[config.mk]
export PLATFORM = sky130hd
export DESIGN_NAME = remote_switch_command_retry_fsm_core_flat
export DESIGN_NICKNAME = d
export VERILOG_FILES = /design/src/rtl/rscr_pkg.sv /design/src/rtl/rscr_if.sv /design/src/rtl/rscr_cfg.sv /design/src/rtl/rscr_ctrl.sv /design/src/rtl/remote_switch_command_retry_fsm_core.sv /design/src/flat_wrapper.sv
export SDC_FILE = /design/constraint.sdc
export NUM_CORES = 1
export LEC_CHECK = 0
export ABC_AREA = 1
export BUFFER_PORTS_ARGS = -buffer_cell sky130_fd_sc_hd__clkbuf_2
export CAP_MARGIN = 25
export CELL_PAD_IN_SITES_DETAIL_PLACEMENT = 1
export CELL_PAD_IN_SITES_GLOBAL_PLACEMENT = 1
export CORE_ASPECT_RATIO = 0.75
export CORE_UTILIZATION = 36
export DETAILED_ROUTE_END_ITERATION = 8
export HOLD_SLACK_MARGIN = 0.05
export PLACE_DENSITY = 0.74
export SYNTH_ARGS = -nofsm -noshare
export SYNTH_HDL_FRONTEND = slang
export SYNTH_HIERARCHICAL = 1
export SYNTH_SLANG_ARGS = --single-unit
[constraint.sdc]
create_clock -name clk -period 2.6 [get_ports clk]
set_input_delay 0.26 -clock clk [delete_from_list [all_inputs] [get_ports clk]]
set_output_delay 0.26 -clock clk [all_outputs]
set_load 0.05 [all_outputs]
[src/rtl/rscr_pkg.sv]
// shared types and constants for the remote switch command retry controller
// no dependencies; imported by every other file of the block
`default_nettype none

package rscr_pkg;

  localparam int TIMER_WIDTH_DEF = 8;
  localparam int APB_ADDR_W = 5;
  localparam int APB_DATA_W = 32;

  localparam logic [7:0] RETRY_LIMIT_RST = 8'd3;
  localparam logic [7:0] TIMEOUT_RST = 8'd10;
  localparam logic [7:0] DELAY_RST = 8'd5;

  typedef enum logic [2:0] {
    REG_USER_ENABLE     = 3'd0,
    REG_RETRY_LIMIT     = 3'd1,
    REG_TIMEOUT_SECONDS = 3'd2,
    REG_DELAY_SECONDS   = 3'd3,
    REG_FEEDBACK_USED   = 3'd4,
    REG_FEEDBACK_INVERT = 3'd5,
    REG_PERMIT_USED     = 3'd6,
    REG_PERMIT_INVERT   = 3'd7
  } reg_idx_t;

  typedef enum logic [4:0] {
    MODE_IDLE      = 5'b00001,
    MODE_TRY_ON    = 5'b00010,
    MODE_TRY_OFF   = 5'b00100,
    MODE_DELAY_ON  = 5'b01000,
    MODE_DELAY_OFF = 5'b10000
  } mode_t;

  typedef enum logic [1:0] {
    DRIVE_HOLD = 2'd0,
    DRIVE_ON   = 2'd1,
    DRIVE_OFF  = 2'd2
  } drive_t;

  typedef enum logic [2:0] {
    ST_DONE_OFF   = 3'd0,
    ST_DONE_ON    = 3'd1,
    ST_USER_BLOCK = 3'd2,
    ST_HW_BLOCK   = 3'd3,
    ST_EXHAUSTED  = 3'd4,
    ST_BUSY       = 3'd5
  } status_t;

  typedef struct packed {
    logic       user_enable;
    logic [7:0] retry_limit;
    logic [7:0] timeout_seconds;
    logic [7:0] delay_seconds;
    logic       feedback_used;
    logic       feedback_invert;
    logic       permit_used;
    logic       permit_invert;
  } cfg_t;

  typedef struct packed {
    logic command_value;
    logic second_tick;
    logic feedback_raw;
    logic permit_raw;
  } item_t;

  typedef struct packed {
    drive_t  drive;
    logic    status_valid;
    status_t status_code;
  } result_t;

endpackage

`default_nettype wire

[src/rtl/rscr_if.sv]
// valid/ready channel interfaces for command items and results
// depends on rscr_pkg for the drive and status types
`default_nettype none

interface rscr_item_if;
  logic valid;
  logic ready;
  logic command_value;
  logic second_tick;
  logic feedback_raw;
  logic permit_raw;

  modport source (output valid, command_value, second_tick, feedback_raw, permit_raw,
                  input ready);
  modport sink (input valid, command_value, second_tick, feedback_raw, permit_raw,
                output ready);
endinterface

interface rscr_result_if;
  logic              valid;
  logic              ready;
  rscr_pkg::drive_t  drive;
  logic              status_valid;
  rscr_pkg::status_t status_code;

  modport source (output valid, drive, status_valid, status_code, input ready);
  modport sink (input valid, drive, status_valid, status_code, output ready);
endinterface

`default_nettype wire

[src/rtl/rscr_cfg.sv]
// apb register file holding the controller configuration
// depends on rscr_pkg
`default_nettype none

module rscr_cfg (
  input  wire logic                            clk,
  input  wire logic                            rst,
  input  wire logic                            psel,
  input  wire logic                            penable,
  input  wire logic                            pwrite,
  input  wire logic [rscr_pkg::APB_ADDR_W-1:0] paddr,
  input  wire logic [rscr_pkg::APB_DATA_W-1:0] pwdata,
  output logic      [rscr_pkg::APB_DATA_W-1:0] prdata,
  output logic                                 pready,
  output rscr_pkg::cfg_t                       cfg
);
  import rscr_pkg::*;

  reg_idx_t reg_idx;
  logic     wr_en;

  assign reg_idx = reg_idx_t'(paddr[APB_ADDR_W-1:2]);
  assign pready  = 1'b1;
  assign wr_en   = psel && penable && pwrite;

  always_ff @(posedge clk) begin
    if (rst) begin
      cfg.user_enable     <= 1'b0;
      cfg.retry_limit     <= RETRY_LIMIT_RST;
      cfg.timeout_seconds <= TIMEOUT_RST;
      cfg.delay_seconds   <= DELAY_RST;
      cfg.feedback_used   <= 1'b0;
      cfg.feedback_invert <= 1'b0;
      cfg.permit_used     <= 1'b0;
      cfg.permit_invert   <= 1'b0;
    end else if (wr_en) begin
      unique case (reg_idx)
        REG_USER_ENABLE:     cfg.user_enable     <= pwdata[0];
        REG_RETRY_LIMIT:     cfg.retry_limit     <= pwdata[7:0];
        REG_TIMEOUT_SECONDS: cfg.timeout_seconds <= pwdata[7:0];
        REG_DELAY_SECONDS:   cfg.delay_seconds   <= pwdata[7:0];
        REG_FEEDBACK_USED:   cfg.feedback_used   <= pwdata[0];
        REG_FEEDBACK_INVERT: cfg.feedback_invert <= pwdata[0];
        REG_PERMIT_USED:     cfg.permit_used     <= pwdata[0];
        REG_PERMIT_INVERT:   cfg.permit_invert   <= pwdata[0];
        default: ;
      endcase
    end
  end

  always_comb begin
    prdata = '0;
    unique case (reg_idx)
      REG_USER_ENABLE:     prdata[0]   = cfg.user_enable;
      REG_RETRY_LIMIT:     prdata[7:0] = cfg.retry_limit;
      REG_TIMEOUT_SECONDS: prdata[7:0] = cfg.timeout_seconds;
      REG_DELAY_SECONDS:   prdata[7:0] = cfg.delay_seconds;
      REG_FEEDBACK_USED:   prdata[0]   = cfg.feedback_used;
      REG_FEEDBACK_INVERT: prdata[0]   = cfg.feedback_invert;
      REG_PERMIT_USED:     prdata[0]   = cfg.permit_used;
      REG_PERMIT_INVERT:   prdata[0]   = cfg.permit_invert;
      default:             prdata      = '0;
    endcase
  end

endmodule

`default_nettype wire

[src/rtl/rscr_ctrl.sv]
// command state machine with attempt counter and the two second timers
// depends on rscr_pkg; advances one step per transfer handed to it
`default_nettype none

module rscr_ctrl #(
  parameter int TIMER_WIDTH = rscr_pkg::TIMER_WIDTH_DEF
) (
  input  wire logic       clk,
  input  wire logic       rst,
  input  rscr_pkg::cfg_t  cfg,
  input  wire logic       step,
  input  rscr_pkg::item_t item,
  output rscr_pkg::result_t res
);
  import rscr_pkg::*;

  localparam int CmpW = (TIMER_WIDTH > 8) ? TIMER_WIDTH : 8;
  localparam logic [TIMER_WIDTH-1:0] TimerMax = '1;

  mode_t                  mode, mode_next;
  logic                   last_value, last_value_next;
  logic [7:0]             attempt_count, attempt_count_next;
  logic [TIMER_WIDTH-1:0] command_elapsed, command_elapsed_next;
  logic [TIMER_WIDTH-1:0] delay_elapsed, delay_elapsed_next;

  logic [TIMER_WIDTH-1:0] cmd_t, dly_t;
  logic [7:0]             attempt_inc;
  logic                   permit, feedback, is_on, timed_out, delay_done;

  always_comb begin
    cmd_t = (item.second_tick && command_elapsed != TimerMax) ?
            command_elapsed + 1'b1 : command_elapsed;
    dly_t = (item.second_tick && delay_elapsed != TimerMax) ?
            delay_elapsed + 1'b1 : delay_elapsed;
    timed_out   = CmpW'(cmd_t) >= CmpW'(cfg.timeout_seconds);
    delay_done  = CmpW'(dly_t) >= CmpW'(cfg.delay_seconds);
    attempt_inc = (attempt_count != 8'hFF) ? attempt_count + 8'd1 : attempt_count;
    permit   = cfg.permit_used ? (item.permit_raw ^ cfg.permit_invert) : 1'b1;
    feedback = cfg.feedback_used ? (item.feedback_raw ^ cfg.feedback_invert) : last_value;
    is_on    = (mode == MODE_TRY_ON) || (mode == MODE_DELAY_ON);

    mode_next            = mode;
    last_value_next      = last_value;
    attempt_count_next   = attempt_count;
    command_elapsed_next = cmd_t;
    delay_elapsed_next   = dly_t;
    res.drive            = DRIVE_HOLD;
    res.status_valid     = 1'b0;
    res.status_code      = ST_DONE_OFF;

    unique case (mode)
      MODE_IDLE: begin
        if (last_value != item.command_value) begin
          res.status_valid = 1'b1;
          if (!permit) begin
            res.status_code = ST_HW_BLOCK;
          end else if (!cfg.user_enable) begin
            res.status_code = ST_USER_BLOCK;
          end else begin
            res.status_code      = ST_BUSY;
            command_elapsed_next = '0;
            last_value_next      = item.command_value;
            mode_next = item.command_value ? MODE_TRY_ON : MODE_TRY_OFF;
            res.drive = item.command_value ? DRIVE_ON : DRIVE_OFF;
          end
        end
      end
      MODE_TRY_ON, MODE_TRY_OFF: begin
        if (feedback == is_on) begin
          last_value_next    = is_on;
          res.status_valid   = 1'b1;
          res.status_code    = is_on ? ST_DONE_ON : ST_DONE_OFF;
          attempt_count_next = '0;
          mode_next          = MODE_IDLE;
        end else if (timed_out) begin
          if (attempt_inc >= cfg.retry_limit) begin
            last_value_next    = item.command_value;
            attempt_count_next = '0;
            res.status_valid   = 1'b1;
            res.status_code    = ST_EXHAUSTED;
            mode_next          = MODE_IDLE;
          end else begin
            attempt_count_next = attempt_inc;
            delay_elapsed_next = '0;
            mode_next          = is_on ? MODE_DELAY_ON : MODE_DELAY_OFF;
          end
        end
      end
      MODE_DELAY_ON, MODE_DELAY_OFF: begin
        if (delay_done) begin
          mode_next = is_on ? MODE_TRY_ON : MODE_TRY_OFF;
          res.drive = is_on ? DRIVE_ON : DRIVE_OFF;
        end
      end
      default: begin
        mode_next = MODE_IDLE;
      end
    endcase
  end

  always_ff @(posedge clk) begin
    if (rst) begin
      mode            <= MODE_IDLE;
      last_value      <= 1'b0;
      attempt_count   <= '0;
      command_elapsed <= '0;
      delay_elapsed   <= '0;
    end else if (step) begin
      mode            <= mode_next;
      last_value      <= last_value_next;
      attempt_count   <= attempt_count_next;
      command_elapsed <= command_elapsed_next;
      delay_elapsed   <= delay_elapsed_next;
    end
  end

endmodule

`default_nettype wire

[src/rtl/remote_switch_command_retry_fsm_core.sv]
// Remote on/off command controller. Each transfer on item carries the
// requested value, a one-second tick and the raw feedback and permit lines;
// each one gives exactly one transfer on result with the drive request and an
// optional status code. The block takes one item per clock: an item is held in
// the input register, the state machine step runs between that register and the
// result register, which offers the item's result, and back-pressure on result
// only stalls the block once both registers are full. Configuration must be
// written over the apb port only while no item is in flight; the block does not
// enforce this. The timers are TIMER_WIDTH bits and saturate.
// depends on rscr_pkg, rscr_if, rscr_cfg and rscr_ctrl
`default_nettype none

module remote_switch_command_retry_fsm_core #(
  parameter int TIMER_WIDTH = rscr_pkg::TIMER_WIDTH_DEF
) (
  input  wire logic                            clk,
  input  wire logic                            rst,
  rscr_item_if.sink                            item,
  rscr_result_if.source                        result,
  input  wire logic                            psel,
  input  wire logic                            penable,
  input  wire logic                            pwrite,
  input  wire logic [rscr_pkg::APB_ADDR_W-1:0] paddr,
  input  wire logic [rscr_pkg::APB_DATA_W-1:0] pwdata,
  output logic      [rscr_pkg::APB_DATA_W-1:0] prdata,
  output logic                                 pready
);
  import rscr_pkg::*;

  cfg_t    cfg;
  logic    s1_valid;
  item_t   s1_item;
  logic    s1_adv;
  result_t step_res;
  result_t out_res;
  logic    out_valid;

  rscr_cfg u_cfg (
    .clk     (clk),
    .rst     (rst),
    .psel    (psel),
    .penable (penable),
    .pwrite  (pwrite),
    .paddr   (paddr),
    .pwdata  (pwdata),
    .prdata  (prdata),
    .pready  (pready),
    .cfg     (cfg)
  );

  assign s1_adv     = s1_valid && (!out_valid || result.ready);
  assign item.ready = !s1_valid || s1_adv;

  // input register
  always_ff @(posedge clk) begin
    if (rst) begin
      s1_valid <= 1'b0;
    end else if (item.ready) begin
      s1_valid <= item.valid;
    end
  end

  always_ff @(posedge clk) begin
    if (item.ready && item.valid) begin
      s1_item.command_value <= item.command_value;
      s1_item.second_tick   <= item.second_tick;
      s1_item.feedback_raw  <= item.feedback_raw;
      s1_item.permit_raw    <= item.permit_raw;
    end
  end

  rscr_ctrl #(
    .TIMER_WIDTH (TIMER_WIDTH)
  ) u_ctrl (
    .clk  (clk),
    .rst  (rst),
    .cfg  (cfg),
    .step (s1_adv),
    .item (s1_item),
    .res  (step_res)
  );

  // result register
  always_ff @(posedge clk) begin
    if (rst) begin
      out_valid <= 1'b0;
    end else if (s1_adv) begin
      out_valid <= 1'b1;
    end else if (result.ready) begin
      out_valid <= 1'b0;
    end
  end

  always_ff @(posedge clk) begin
    if (s1_adv) begin
      out_res <= step_res;
    end
  end

  assign result.valid        = out_valid;
  assign result.drive        = out_res.drive;
  assign result.status_valid = out_res.status_valid;
  assign result.status_code  = out_res.status_code;

endmodule

`default_nettype wire

[src/flat_wrapper.sv]
// flat-port wrapper written by rule: the top's interface ports become plain ports
module remote_switch_command_retry_fsm_core_flat import rscr_pkg::*;
#(
  parameter int TIMER_WIDTH = rscr_pkg::TIMER_WIDTH_DEF
)
  (clk, rst, psel, penable, pwrite, paddr, pwdata, prdata, pready, item_valid, item_command_value, item_second_tick, item_feedback_raw, item_permit_raw, item_ready, result_valid, result_drive, result_status_valid, result_status_code, result_ready);
  rscr_item_if item_i ();
  rscr_result_if result_i ();
  input  wire logic clk;
  input  wire logic rst;
  input  wire logic psel;
  input  wire logic penable;
  input  wire logic pwrite;
  input  wire logic [rscr_pkg::APB_ADDR_W-1:0] paddr;
  input  wire logic [rscr_pkg::APB_DATA_W-1:0] pwdata;
  output logic      [rscr_pkg::APB_DATA_W-1:0] prdata;
  output logic pready;
  input wire logic [$bits(item_i.valid)-1:0] item_valid;
  input wire logic [$bits(item_i.command_value)-1:0] item_command_value;
  input wire logic [$bits(item_i.second_tick)-1:0] item_second_tick;
  input wire logic [$bits(item_i.feedback_raw)-1:0] item_feedback_raw;
  input wire logic [$bits(item_i.permit_raw)-1:0] item_permit_raw;
  output wire logic [$bits(item_i.ready)-1:0] item_ready;
  output wire logic [$bits(result_i.valid)-1:0] result_valid;
  output wire logic [$bits(result_i.drive)-1:0] result_drive;
  output wire logic [$bits(result_i.status_valid)-1:0] result_status_valid;
  output wire logic [$bits(result_i.status_code)-1:0] result_status_code;
  input wire logic [$bits(result_i.ready)-1:0] result_ready;
  assign item_i.valid = item_valid;
  assign item_i.command_value = item_command_value;
  assign item_i.second_tick = item_second_tick;
  assign item_i.feedback_raw = item_feedback_raw;
  assign item_i.permit_raw = item_permit_raw;
  assign item_ready = item_i.ready;
  assign result_valid = result_i.valid;
  assign result_drive = result_i.drive;
  assign result_status_valid = result_i.status_valid;
  assign result_status_code = result_i.status_code;
  assign result_i.ready = result_ready;
  remote_switch_command_retry_fsm_core #(.TIMER_WIDTH(TIMER_WIDTH)) u_core (.clk(clk), .rst(rst), .item(item_i), .result(result_i), .psel(psel), .penable(penable), .pwrite(pwrite), .paddr(paddr), .pwdata(pwdata), .prdata(prdata), .pready(pready));
endmodule
# Yosys cells after proc, flatten, opt, wreduce, memory -nomap -nowiden
# Cells that the tools add are included.
# W data, S select, Z words.
totals:
  ff_bits: 71
  latchBits: 0
  ramBits: 0
  mem_bits_ro: 0
  inputBits: 48
  out_inout_bits: 41
  elab_cells: 133
  memories: 0
classes:
  n_addsub: 3
  mul: 0
  div_mod_pow: 0
  order_cmp: 3
  eq_ne: 23
  n_shift: 0
  n_mux: 52
  bitwise: 2
  n_reduce_logical: 28
ops:
  columns: ["operator", "n"]
  rows:
  - ["$mux W8", 14]
  - ["$mux W5", 8]
  - ["$add A8 B1 Y8 const B", 3]
  - ["$ge A8 B8 Y1", 3]
  - ["$ne A8 B8 Y1 const B", 3]
  - ["$pmux W7 S3", 1]
  - ["$reduce_and A2 Y1", 8]
  - ["$pmux W5 S3", 1]
  - ["$eq A3 B3 Y1 const B", 4]
  - ["$mux W3", 4]
  - ["$mux W4", 3]
  - ["$mux W1", 11]
  - ["$mux W2", 5]
  - ["$pmux W1 S8", 1]
  - ["$pmux W4 S2", 1]
  - ["$reduce_and A7 Y1", 1]
  - ["$eq A3 B2 Y1 const B", 2]
  - ["$logic_and A1 B1 Y1", 6]
  - ["$mux W6", 1]
  - ["$ne A2 B2 Y1 const B", 3]
  - ["$ne A3 B3 Y1 const B", 2]
  - ["$reduce_and A6 Y1", 1]
  - ["$reduce_bool A2 Y1", 3]
  - ["$eq A5 B1 Y1 const B", 1]
  - ["other kinds (16)", 21]

# Logic depth before layout (Yosys ltp)
depth:
  depth_word: 7
  ltp_mapped: 20
  mapped_depth_nobuf: 20

# Hierarchy
# Netlist, hierarchy kept.
modules_own_cells:
  columns: ["mod", "instances", "cells_each", "area_per_inst_um2", "seq_area_each_um2"]
  rows:
  - ["rscr_ctrl", 1, 444, 2782.7, 600.6]
  - ["rscr_cfg", 1, 222, 1616.6, 580.6]
  - ["remote_switch_command_retry_fsm_core", 1, 22, 391.6, 340.3]

# Least setup slack after synthesis
# Ideal clock, no wire load.
synth_path:
  path_kind: "flip-flop to flip-flop"
  start: "register u_core.u_ctrl.command_elapsed[0]"
  end: "register u_core.u_ctrl.attempt_count[0]"
  setup_ps: 132
  arrival_ps: 2379
  required_time_ps: 2468
  path_slack_ps: 89
  path_stages_with_launch: 21
  path_buffers: 0
  synth_period_minus_slack_ps: 2511
  path_cell_list: "dfxtp_1 > ha_1 > nand2_2 > nor3_4 > nand3_4 > nand2_4 > nand2_1 > o21ai_1 > inv_2 > ha_1 > nand2_1 > nor2_1 > nor2_1 > nand2_1 > nand2_1 > nand2_1 > clkinv_1 > nand2_2 > nand2_1 > nand2_1 > a21oi_1"
synth_via:
  elab_chain_cells: 6
  elab_cells_between_ends: 7
  cone_classes: "add/sub: 1; order compare: 1; eq/ne: 1; mux: 1; reduce/logical: 3"
synth_rtl:
  columns: ["element", "line_no", "rtl"]
  rows:
  - ["start: declaration", "rscr_ctrl.sv:23", "logic [TIMER_WIDTH-1:0] command_elapsed, command_elapsed_next;"]
  - ["start signal: assignment", "rscr_ctrl.sv:112", "command_elapsed <= command_elapsed_next;"]
  - ["branches (longest 2 deep; another with $add A8 B1 Y8)", null, null]
  - ["$mux W8 *", "rscr_ctrl.sv:31", "cmd_t = (item.second_tick && command_elapsed != TimerMax) ?"]
  - ["$ge A8 B8 Y1 *", "rscr_ctrl.sv:35", "timed_out = CmpW'(cmd_t) >= CmpW'(cfg.timeout_seconds);"]
  - ["$reduce_bool A2 Y1 (no line) *", null, null]
  - ["$reduce_and A3 Y1 (no line) *", null, null]
  - ["end signal: assignment", "rscr_ctrl.sv:111", "attempt_count <= attempt_count_next;"]
  - ["end: declaration", "rscr_ctrl.sv:22", "logic [7:0] attempt_count, attempt_count_next;"]
# Every way passes the cells marked *.
# A chain may end at the register's enable or synchronous reset.

# Worst setup path after layout
layout_path:
  start: "register u_core.u_ctrl.command_elapsed[1]"
  end: "register u_core.u_ctrl.attempt_count[6]"
# Same word-level chain as after synthesis.

==> results.toml <==
[route]
vias = 4659
firstDrtPassIters = 4
ant_nets = 0
wl_per_cell_microns = 15.64
drt_iter0_drc = 216
drc_errors = 0
viasPerCell = 4.972
drt_wl_total_microns = 14650

[power]
ir_drop_v = 0.0003792
power_density_nw_per_um2 = 491.1
p_leak_uw = 0.002762

[global_route]
grt_pass1_wl_microns = 23800
grt_antenna_before_repair = 0
grt-ovfl-total = 0
grtUsageTotal_pct = 22.44
grt_max_degree = 31
grt_pass1_vias = 4915

[clock_tree]
tritoncts = "done"
clockRootBuffer = "clkbuf_16"
path_clk_slew_ps = 60
clock_path_buffers = 2
clock-sinks = 71
cts_buffers = 9
clock_latency_ps = 340
htree_levels = 3
ctsHoldBuffers = 0

[critical_path]
worstPathArrival_ps = 2890
startpoint_type = "flop"
critical_path_required_ps = 2860
path_class = "reg2reg"
worstPathMaxFanout = 8
worst_setup_path_end_kind = "flop"

[timing]
rsz0062_at_grt = "yes"
slew-limit-headroom_pct = 43.94
slew_violations = 0
fin_crit_sh_pct = 101.2
max_freq_mhz = 380.1
setup_ws_ps = -30.55
min_period_ps = 2631
clock_skew_ps = 3.206
hold_violations = 0
setup_viol = 10
worst_slew_pin_slew_ps = 840.0

[synthesis]
ys_ff_latch = 71
synth_cell_types = 43
avgSynthCellArea_sq_um = 6.963
yosys_warnings = 6
syn-instance-count = 688
syn_area_sq_um = 4791
seq_area_frac_synth_pct = 31.76

[floorplanning]
fp.dieH_microns = 101.9
core_sq_um = 12970
die_area_sq_um = 13780
fp.dieW_microns = 135.2
num_rows = 36
io_pins = 89
start_util_pct = 36.93

[final_layout]
final_cell_mix = "152 x nand2_1, 81 x inv_1, 73 x nor2_1, 56 x dfxtp_1, 43 x nand3_1"
n_antenna_cell = 0
drive_gt1_share_pct = 25.20
final_common_cell = "nand2_1"
syn_to_final_growth_pct = 22.93
postLayoutCoreUtil_pct = 45.40
fillers = 1658
layout.cells.non_filler = 937
final_nets = 837

[placement]
placed_cells = 912
gp_congestion = 0.8701
io_buffers = 37
dp_hpwl_microns = 11000

[worst_hold_path]
hold_class = "in2reg"

[outcome]
status = "finished with violations"
failed_checks = "negative setup slack"

[job]
maxCapViolations = 0
==> worst max-delay path, cell delays in order, from the launching register on <==
cell	delay [ps]
dfxtp_2	330
ha_4	160
buf_4	130
buf_4	120
buf_4	120
xor2_1	150
o21ai_2	160
inv_2	70
ha_1	270
nand2_1	60
nor2_1	80
nor2_1	40
nand2_1	100
nand2_2	90
nand2_2	120
clkinv_4	60
nand2_4	90
buf_6	140
nand4_1	100
a21oi_1	160
==> layout make-up <==
cell class	instances	area (sq um)	share of cell area, %
multi-input cells	498	2908	49.37
flip-flops and latches	71	1528	25.94
repair buffers	79	511.7	8.689
inverters	102	399.1	6.777
clock buffers	14	294.0	4.993
well taps	171	214.0	3.633
clock inverters	2	35.03	0.5949
==> worst paths after layout <==
kind                                    startpoint                              to  slack, ps  depth (start not counted)
hold reg to reg               u_core/u_cfg/cfg[21]            u_core/u_cfg/cfg[21]        490                          2
setup reg to reg  u_core/u_ctrl/command_elapsed[1]  u_core/u_ctrl/attempt_count[6]        -30                         19
hold / removal                     item_permit_raw               u_core/s1_item[0]         90                          1
setup / recovery  u_core/u_ctrl/command_elapsed[1]  u_core/u_ctrl/attempt_count[6]        -30                         19
==> kinds of logic after synthesis <==
kind of cell               synth area share, %
buffers and inverters                    14.00
and+or+nand+nor                          33.85
other                                   0.1568
AOI/OAI and AO/OA                        9.533
adders and majority gates                7.313
DFF                                      31.76
xor gates and xnor gates                 3.395
==> where the power goes <==
part | total [uW] | switching, uW | leakage, uW | internal, uW
logic | 391 | 292 | 0.00201 | 99.0
registers | 1160 | 20.8 | 0.000593 | 1140
clock network | 1340 | 472 | 0.000165 | 872
total | 2890 | 784 | 0.00276 | 2110
==> stage by stage <==
stage	setup WS, ps	hold WS (ps)	setup TNS (ps)	power [uW]	area (sq um)
2_1_floorplan	88.96	322.4	0	1476	4877
3_3_place_gp	-92.93	441.3	-924.7	1529	5248
3_5_place_dp	-256.9	441.0	-4160	1544	5248
4_1_cts	-25.49	85.48	-34.69	2911	5768
5_1_grt	-244.3	82.90	-4591	3001	5889
6_report	-30.55	94.11	-107.4	2892	5889
==> synthesized netlist by cell type, drive strengths merged <==
library cell,number,area (sq um)
o21a,2,15.01
dfxtp,61,1221
ha,28,350.3
nand3b,1,7.510
o21ai,37,185.2
edfxtp,10,300.3
inv,99,379.1
and3,1,6.260
nand3,58,382.9
clkinv,3,11.26
clkbuf,5,18.77
o22ai,2,12.51
a21oi,42,229.0
nand2,166,635.6
conb,2,7.510
o31ai,1,7.510
xnor2,5,43.79
a21o,1,7.510
nor3,11,71.32
nand4,18,118.9
xor2,11,118.9
or2,1,6.260
buf,35,261.5
nor2,88,392.9
==> flip-flops by register name, indices dropped and copies added, names as in the netlist <==
name                           flops
u_core/result.drive                2
u_core/u_ctrl/mode                 5
u_core/result.status_code          3
u_core/u_ctrl/command_elapsed      8
u_core/s1_item                     4
u_core/result.valid                1
u_core/u_ctrl/attempt_count        8
u_core/result.status_valid         1
u_core/s1_valid                    1
u_core/u_cfg/cfg                  29
u_core/u_ctrl/last_value           1
u_core/u_ctrl/delay_elapsed        8
==> metal layers <==
| metal | wire [microns] | vias to the layer above | GRT usage (%) |
|---|---|---|---|
| met4 | 332 | 0 | 8.643 |
| met1 | 6747 | 2239 | 27.48 |
| met2 | 7051 | 89 | 39.21 |
| met3 | 519 | 31 | 4.216 |
| li1 | - | 2300 | - |
| met5 | 0 | - | 0 |
==> timing repair <==
action / CTS / global route
endpoints found under the setup margin: 26 / 26
resized for setup: 38 / 28
setup buffers: 6 / 3
pin swaps: 22 / 8
Note: power is estimated with default switching activity, not from simulation.
